--- config.mk ---
export PLATFORM = sky130hd
export DESIGN_NAME = bus_poll_sequencer
export DESIGN_NICKNAME = d
export VERILOG_FILES = /design/src/hdl/bps_pkg.sv /design/src/hdl/bus_poll_sequencer.sv
export SDC_FILE = /design/constraint.sdc
export NUM_CORES = 1
export LEC_CHECK = 0
export BUFFER_PORTS_ARGS = -buffer_cell sky130_fd_sc_hd__buf_2
export CELL_PAD_IN_SITES_DETAIL_PLACEMENT = 0
export CELL_PAD_IN_SITES_GLOBAL_PLACEMENT = 1
export CORE_UTILIZATION = 35
export CTS_CLUSTER_SIZE = 10
export DETAILED_ROUTE_END_ITERATION = 16
export GPL_ROUTABILITY_DRIVEN = 0
export PLACE_DENSITY_LB_ADDON = 0.08
export SLEW_MARGIN = 30
export SYNTH_ARGS = -nofsm -noshare
export SYNTH_HDL_FRONTEND = slang
export SYNTH_SLANG_ARGS = --single-unit
--- constraint.sdc ---
create_clock -name clk_i -period 7.2 [get_ports clk_i]
set_clock_uncertainty 0.05 [all_clocks]
set_input_delay 1.08 -clock clk_i [delete_from_list [all_inputs] [get_ports clk_i]]
set_output_delay 1.08 -clock clk_i [all_outputs]
set_load 0.01 [all_outputs]
--- src/hdl/bps_pkg.sv ---
// package for the bus poll sequencer: beat types, event and phase codes,
// register indexes and defaults; depends on nothing
package bps_pkg;

  // largest device count honored, a larger device_count is clamped to this
  localparam int unsigned MaxDevices = 32;
  localparam int unsigned TimeBitsDefault = 22;

  localparam int unsigned CfgIdxW  = 4;
  localparam int unsigned CfgDataW = 32;

  // register indexes
  localparam logic [CfgIdxW-1:0] REG_DEVICE_COUNT = CfgIdxW'(0);
  localparam logic [CfgIdxW-1:0] REG_QUERY_GAP    = CfgIdxW'(1);
  localparam logic [CfgIdxW-1:0] REG_TIMEOUT      = CfgIdxW'(2);
  localparam logic [CfgIdxW-1:0] REG_POLL_PERIOD  = CfgIdxW'(3);

  // register reset values
  localparam logic [5:0]  DEVICE_COUNT_RST = 6'd0;
  localparam logic [15:0] QUERY_GAP_RST    = 16'd100;
  localparam logic [21:0] TIMEOUT_RST      = 22'd5000;
  localparam logic [21:0] POLL_PERIOD_RST  = 22'd10000;

  // event kinds
  localparam logic [2:0] EV_ISSUED  = 3'd0;
  localparam logic [2:0] EV_SUCCESS = 3'd1;
  localparam logic [2:0] EV_FAIL    = 3'd2;
  localparam logic [2:0] EV_TIMEOUT = 3'd3;
  localparam logic [2:0] EV_DONE    = 3'd4;

  // phases
  localparam logic [2:0] PH_IDLE    = 3'd0;
  localparam logic [2:0] PH_START   = 3'd1;
  localparam logic [2:0] PH_WAIT    = 3'd2;
  localparam logic [2:0] PH_PROCESS = 3'd3;
  localparam logic [2:0] PH_WAITING = 3'd4;

  typedef struct packed {
    logic request_accepted;
    logic response_ready;
  } tick_t;

  typedef struct packed {
    logic [2:0] event_kind;
    logic [4:0] device_index;
    logic       last_event;
  } event_t;

endpackage

--- src/hdl/bus_poll_sequencer.sv ---
// bus poll sequencer top level: round-robin device poll scheduler with timeout
// depends on bps_pkg for beat types, codes and register defaults
//
//  channel | handshake                  | beat
//  --------+----------------------------+----------------------------------
//  tick in | in_valid_i / in_ready_o    | in_data_i  (bps_pkg::tick_t)
//  events  | out_valid_o / out_ready_i  | out_data_o (bps_pkg::event_t)
//  config  | cfg_valid_i / cfg_ready_o  | cfg_index_i, cfg_data_i
//
// a tick's zero to three events are computed in the cycle in which it is taken
// and written into a four-entry event queue, shown from the next cycle on;
// ticks follow back to back while at most one event remains queued after
// this cycle's beat, else in_ready_o drops. reset clears phase, device index,
// both counters and the queue, and loads the register defaults. config is
// always ready.
module bus_poll_sequencer #(
  parameter int unsigned TIME_BITS = bps_pkg::TimeBitsDefault
) (
  input  logic                          clk_i,
  input  logic                          rst_ni,
  input  logic                          in_valid_i,
  output logic                          in_ready_o,
  input  bps_pkg::tick_t                in_data_i,
  output logic                          out_valid_o,
  input  logic                          out_ready_i,
  output bps_pkg::event_t               out_data_o,
  input  logic                          cfg_valid_i,
  output logic                          cfg_ready_o,
  input  logic [bps_pkg::CfgIdxW-1:0]   cfg_index_i,
  input  logic [bps_pkg::CfgDataW-1:0]  cfg_data_i
);
  import bps_pkg::*;

  localparam int unsigned CmpW   = (TIME_BITS > 22) ? TIME_BITS : 22;
  localparam int unsigned Depth  = 4;
  localparam int unsigned PtrW   = 2;
  localparam int unsigned CntW   = 3;
  localparam int unsigned MaxEv  = 3;
  localparam logic [TIME_BITS-1:0] TimeMax = {TIME_BITS{1'b1}};

  // configuration registers
  logic [5:0]  dev_count_q;
  logic [15:0] gap_q;
  logic [21:0] timeout_q;
  logic [21:0] period_q;

  assign cfg_ready_o = 1'b1;

  always_ff @(posedge clk_i or negedge rst_ni) begin
    if (!rst_ni) begin
      dev_count_q <= DEVICE_COUNT_RST;
      gap_q       <= QUERY_GAP_RST;
      timeout_q   <= TIMEOUT_RST;
      period_q    <= POLL_PERIOD_RST;
    end else if (cfg_valid_i) begin
      unique case (cfg_index_i)
        REG_DEVICE_COUNT: dev_count_q <= cfg_data_i[5:0];
        REG_QUERY_GAP:    gap_q       <= cfg_data_i[15:0];
        REG_TIMEOUT:      timeout_q   <= cfg_data_i[21:0];
        REG_POLL_PERIOD:  period_q    <= cfg_data_i[21:0];
        default: ;
      endcase
    end
  end

  // sequencer state
  logic [2:0]           phase_q, phase_d;
  logic [5:0]           cur_q, cur_d;
  logic [TIME_BITS-1:0] sa_q, sa_d, sq_q, sq_d;

  // event queue
  event_t             fifo_q [Depth];
  logic [PtrW-1:0]    wr_ptr_q, rd_ptr_q;
  logic [CntW-1:0]    cnt_q;

  logic in_fire, pop;
  assign pop         = out_valid_o && out_ready_i;
  assign out_valid_o = (cnt_q != '0);
  assign out_data_o  = fifo_q[rd_ptr_q];
  // room for a whole tick's events once this cycle's pop is counted
  assign in_ready_o  = (cnt_q - CntW'(pop)) <= CntW'(Depth - MaxEv);
  assign in_fire     = in_valid_i && in_ready_o;

  // counters advance at the start of each tick and saturate
  logic [TIME_BITS-1:0] sa_inc, sq_inc;
  assign sa_inc = (sa_q == TimeMax) ? sa_q : sa_q + 1'b1;
  assign sq_inc = (sq_q == TimeMax) ? sq_q : sq_q + 1'b1;

  logic [6:0] eff_cnt, nxt_dev;
  logic       sa_ge_gap, sa_ge_period, sq_gt_to, adv_done, start_done;

  always_comb begin
    if ({3'b000, dev_count_q} > 9'(MaxDevices)) begin
      eff_cnt = 7'(MaxDevices);
    end else begin
      eff_cnt = {1'b0, dev_count_q};
    end
  end

  assign nxt_dev      = {1'b0, cur_q} + 7'd1;
  assign adv_done     = nxt_dev >= eff_cnt;
  assign start_done   = {1'b0, cur_q} >= eff_cnt;
  assign sa_ge_gap    = CmpW'(sa_inc) >= CmpW'(gap_q);
  assign sa_ge_period = CmpW'(sa_inc) >= CmpW'(period_q);
  assign sq_gt_to     = CmpW'(sq_inc) >  CmpW'(timeout_q);

  event_t     ev [MaxEv];
  logic [1:0] ev_cnt;
  logic [2:0] kind0, kind1, kind2;

  always_comb begin
    phase_d = phase_q;
    cur_d   = cur_q;
    sa_d    = sa_inc;
    sq_d    = sq_inc;
    ev_cnt  = 2'd0;
    kind0   = EV_ISSUED;
    kind1   = EV_DONE;
    kind2   = EV_DONE;
    unique case (phase_q)
      PH_START: begin
        if (start_done) begin
          kind0   = EV_DONE;
          ev_cnt  = 2'd1;
          phase_d = PH_WAITING;
          sa_d    = '0;
        end else if (sa_ge_gap) begin
          sa_d  = '0;
          sq_d  = '0;
          kind0 = EV_ISSUED;
          if (in_data_i.request_accepted) begin
            ev_cnt  = 2'd1;
            phase_d = PH_WAIT;
          end else begin
            kind1 = EV_FAIL;
            cur_d = nxt_dev[5:0];
            if (adv_done) begin
              ev_cnt  = 2'd3;
              phase_d = PH_WAITING;
            end else begin
              ev_cnt  = 2'd2;
              phase_d = PH_START;
            end
          end
        end
      end
      PH_WAIT, PH_PROCESS: begin
        if (phase_q == PH_PROCESS || sq_gt_to) begin
          kind0 = (phase_q == PH_PROCESS) ? EV_SUCCESS : EV_TIMEOUT;
          cur_d = nxt_dev[5:0];
          if (adv_done) begin
            ev_cnt  = 2'd2;
            phase_d = PH_WAITING;
            sa_d    = '0;
          end else begin
            ev_cnt  = 2'd1;
            phase_d = PH_START;
          end
        end else if (in_data_i.response_ready) begin
          phase_d = PH_PROCESS;
        end
      end
      PH_WAITING: begin
        if (sa_ge_period) begin
          phase_d = PH_START;
          cur_d   = '0;
          sa_d    = '0;
        end
      end
      default: begin
        // idle and unused codes
        phase_d = PH_START;
        cur_d   = '0;
        sa_d    = '0;
      end
    endcase
  end

  // device index of the done event is 0, all others carry the current device
  always_comb begin
    ev[0].event_kind   = kind0;
    ev[0].device_index = (kind0 == EV_DONE) ? 5'd0 : cur_q[4:0];
    ev[0].last_event   = (ev_cnt == 2'd1);
    ev[1].event_kind   = kind1;
    ev[1].device_index = (kind1 == EV_DONE) ? 5'd0 : cur_q[4:0];
    ev[1].last_event   = (ev_cnt == 2'd2);
    ev[2].event_kind   = kind2;
    ev[2].device_index = 5'd0;
    ev[2].last_event   = 1'b1;
  end

  always_ff @(posedge clk_i or negedge rst_ni) begin
    if (!rst_ni) begin
      phase_q <= PH_IDLE;
      cur_q   <= '0;
      sa_q    <= '0;
      sq_q    <= '0;
    end else if (in_fire) begin
      phase_q <= phase_d;
      cur_q   <= cur_d;
      sa_q    <= sa_d;
      sq_q    <= sq_d;
    end
  end

  logic [1:0] push_cnt;
  assign push_cnt = in_fire ? ev_cnt : 2'd0;

  always_ff @(posedge clk_i or negedge rst_ni) begin
    if (!rst_ni) begin
      wr_ptr_q <= '0;
      rd_ptr_q <= '0;
      cnt_q    <= '0;
    end else begin
      wr_ptr_q <= wr_ptr_q + PtrW'(push_cnt);
      rd_ptr_q <= rd_ptr_q + PtrW'(pop);
      cnt_q    <= cnt_q + CntW'(push_cnt) - CntW'(pop);
    end
  end

  always_ff @(posedge clk_i) begin
    for (int k = 0; k < MaxEv; k++) begin
      if (2'(k) < push_cnt) begin
        fifo_q[wr_ptr_q + PtrW'(k)] <= ev[k];
      end
    end
  end

  // queue never holds more than its depth
  a_cnt_bound: assert property (@(posedge clk_i) disable iff (!rst_ni)
    cnt_q <= CntW'(Depth))
    else $error("event queue count above depth");

  // a tick is only taken when all its events fit
  a_room: assert property (@(posedge clk_i) disable iff (!rst_ni)
    in_fire |-> (cnt_q - CntW'(pop) + CntW'(ev_cnt)) <= CntW'(Depth))
    else $error("event queue overflow");

  // a tick that yields events makes the event port valid next cycle
  a_ev_shown: assert property (@(posedge clk_i) disable iff (!rst_ni)
    (in_fire && ev_cnt != 2'd0) |=> out_valid_o)
    else $error("events of a tick not presented");

  // entering the post-cycle wait always reports cycle complete
  a_done_ev: assert property (@(posedge clk_i) disable iff (!rst_ni)
    (in_fire && phase_d == PH_WAITING && phase_q != PH_WAITING) |-> ev_cnt != 2'd0)
    else $error("cycle ended without done event");

endmodule
==> impl_metrics.csv <==
group,metric,value,unit
final_layout,drive_gt1_share,17.9,%
cts,clockBufferDepth,2,
logic_synthesis,synth.ff_latch_count,162,
logic_synthesis,yosysWarnings,0,
hold_path,holdCritStartpoint,"fifo_q[3][3]",
grt,grt_pass1_wl,42800,µm
timing,fin_hold_ws,0.428,ns
pwr,p_clk_share,27.3,%
final_layout,fin_area,11100,µm²
die,row_count,61,
logic_synthesis,synth_seq_area_share,39.2,%
setup_path,rr_worst_depth,20,
drt,wire_per_inst,18.3,µm
die,die_y,170,µm
hold_path,holdPathEnd,"fifo_q[3][3]",
cts,clk_latency,0.43,ns
die,die_width,170,µm
cts,ctsRootBufferMaster,"clkbuf_16",
timing,fmax,159,MHz
timing,slew_violations,0,
setup_path,arrival,6.57,ns
timing,finalHoldViolCount,0,
placed_design,dpl-instance-area,10500,µm²
drt,drtAntennaViolNets,0,
timing,setup_viol,0,
logic_synthesis,synth_flop_cell,"dfrtp_1",
drt,drc,0,
pwr,pwr-share-seq,37.9,%
pwr,peakVddDrop,145,µV
die,start_util,35.7,%
setup_path,reg2reg_slack,0.91,ns
setup_path,r2r_start,"sq_q[5]",
pwr,finalPower,3.37,mW
grt,grt_pass1_vias,7518,
final_layout,nNetsFinal,1170,
setup_path,startpoint_type,"register",
setup_path,endpoint_kind,"register",
setup_path,r2r_end,"cnt_q[2]",
pwr,p_int,2.06,mW
grt,grt_max_degree,69,
timing,worstMarginPinSlew,0.851,ns
hold_path,hp-class,"register to register",
logic_synthesis,async_reset_ff_share,77.8,%
drt,wirelength,26300,µm
drt,drt-initial-drc-count,475,
drt,num_vias,7677,
logic_synthesis,synth_nets,1148,
logic_synthesis,synth-edff-count,0,
cts,cts_buffers,17,
run,maxCapViolCount,0,
logic_synthesis,syn_area,9930,µm²
grt,grtUsageTotal,19.2,%
placed_design,dp_hpwl,19100,µm
setup_path,worst-path-max-fanout,14,
setup_path,critPathKind,"register to register",
logic_synthesis,ys_types,75,
cts,path_clk_slew,0.08,ns
pwr,powerDensity,305,nW/µm²
pwr,combinationalPowerShare,34.7,%
timing,timing.final.crit_share,87.4,%
cts,cts_hold_buf,0,
timing,fin_setup_tns,0,ns
grt,overflow,0,
timing,maxSlewHeadroom,43.1,%
final_layout,nFillCells,2842,
cts,cts_tree,"yes",
final_layout,final_util,39.7,%
pwr,p_leak,4.98,nW
setup_path,cp.required,7.48,ns
cts,cts_resized,0,
hold_path,worstHoldPathCells,1,
grt,antenna_found_initial,0,
logic_synthesis,syn_avg_cell_area,9.72,µm²
cts,cts_setup_buffers,0,
status,status,"finished clean",
cts,clock_sinks,162,
cts,htree_num_levels,4,
die,core_area,27900,µm²
die,die-area,29100,µm²
placed_design,portBuffers,43,
drt,first_pass_iters,5,
drt,vias_per_cell,5.35,
final_layout,antennaDiodeCount,0,
timing,fin_crit,6.29,ns
timing,rsz0062_at_grt,"false",
pwr,power_switching,1.31,mW
die,ios,55,
final_layout,area_growth,11.4,%
logic_synthesis,synthCells,1022,
pwr,switching_share,39.0,%
[synthesized netlist by cell type, types with 4 or more instances]
library cell	number	area share (%)
nor2b_1	6	0.38
o211ai_1	4	0.30
buf_2	12	0.60
nor4_1	5	0.31
and4_1	5	0.44
o21a_1	5	0.38
nand2b_1	14	0.88
inv_1	78	2.9
a32o_1	5	0.50
o21ai_0	57	2.9
dfxtp_1	36	7.3
nor3_1	17	0.86
dfstp_2	13	3.4
mux2_2	53	6.0
or2_2	5	0.31
ha_1	82	10
nand4_1	22	1.4
xor2_1	18	1.6
a22o_1	42	3.7
nand3_1	34	1.7
mux4_2	9	2.0
xnor2_1	27	2.4
buf_4	4	0.30
and2_1	9	0.57
nand2_1	92	3.5
clkbuf_1	29	1.1
a21o_1	16	1.2
a211oi_1	8	0.60
o31ai_1	9	0.68
a31oi_1	12	0.76
and3_1	13	0.82
mux2i_1	9	0.91
dfrtp_1	113	28
a21oi_1	51	2.6
nor2_1	44	1.7
buf_1	4	0.15
[placed cells by master (no fill, tap or decap), drive strengths merged, types with 6 or more instances in the layout]
cell type / instances
a211oi: 8
a21o: 17
a21oi: 54
a22o: 42
a31oi: 13
and2: 10
and3: 13
buf: 53
clkbuf: 19
dfrtp: 113
dfstp: 13
dfxtp: 36
ha: 82
inv: 87
mux2: 53
mux2i: 9
mux4: 9
nand2: 92
nand2b: 14
nand3: 37
nand4: 22
nor2: 44
nor2b: 6
nor3: 19
nor4: 6
o21ai: 60
o31ai: 9
xnor2: 27
xor2: 18
[state kept, by name, indices dropped and copies added, names as in the netlist]
signal	cells
wr_ptr_q	2
dev_count_q	6
rd_ptr_q	2
gap_q	16
phase_q	3
period_q	22
cnt_q	3
sa_q	22
timeout_q	22
fifo_q	36
sq_q	22
cur_q	6
[critical path, stage by stage, from the launching register on]
cell and delay, ns:
dfrtp_1 0.46, nand4_1 0.28, or3_1 0.49, nor3_2 0.35, and3_1 0.34, nor2_1 0.18, and4_1 0.24, and3_1 0.18
xor2_1 0.19, ha_1 0.28, o21ai_0 0.15, nor2_1 0.05, a2111oi_0 0.63, o211ai_1 0.33, o21ba_2 0.37, a21o_4 0.32
nand2_1 0.26, ha_1 0.31, fa_1 0.44, xor2_1 0.16, xnor2_1 0.12
[logic make-up after synthesis]
family                   synth area share [%]
AND/OR/NAND/NOR                          14.6
XOR/XNOR                                 3.97
AO/OA/AOI/OAI                            17.6
multiplexers                             8.95
adder cells (fa/ha/maj)                  10.5
other                                  0.0377
buffers and inverters                    5.15
flip-flops                               39.2
[worst max path at each step]
stage	start	to
final	sq_q[5]	cnt_q[2]
after detailed placement	sq_q[5]	cnt_q[2]
after CTS	sq_q[5]	cnt_q[2]
after global routing	sq_q[5]	cnt_q[2]
after global placement	sq_q[5]	cnt_q[2]
after floorplan	sq_q[3]	cnt_q[2]
[area by class of cell]
cell class,instances,area [µm²],area share (%)
Sequential cell,162,3890,35.1
Clock buffer,19,464,4.19
Multi-Input combinational cell,732,5540,50.1
Timing Repair Buffer,53,300,2.71
Clock inverter,13,108,0.972
Tap cell,378,473,4.27
Inverter,78,293,2.65
[power groups by stage]
stage,Combinational [mW],Sequential [mW],Clock (mW)
2_1_floorplan,0.906,1.20,0
3_3_place_gp,1.17,1.30,0
3_5_place_dp,1.18,1.30,0
4_1_cts,1.19,1.28,0.950
5_1_grt,1.34,1.31,0.983
6_report,1.17,1.28,0.922
[routing by layer]
layer | GRT usage [%] | wire [µm]
met3 | 2.53 | 865
met4 | 4.74 | 247
met1 | 29.5 | 13900
met5 | 0 | 0
met2 | 28.1 | 11300
[per-stage QoR]
step,std cells,worst slack (ns)
2_1_floorplan,1022,1.63
3_3_place_gp,1403,1.02
3_5_place_dp,1403,0.820
4_1_cts,1435,0.812
5_1_grt,1435,0.270
6_report,1435,0.909
(Power assumes the default switching activity.)
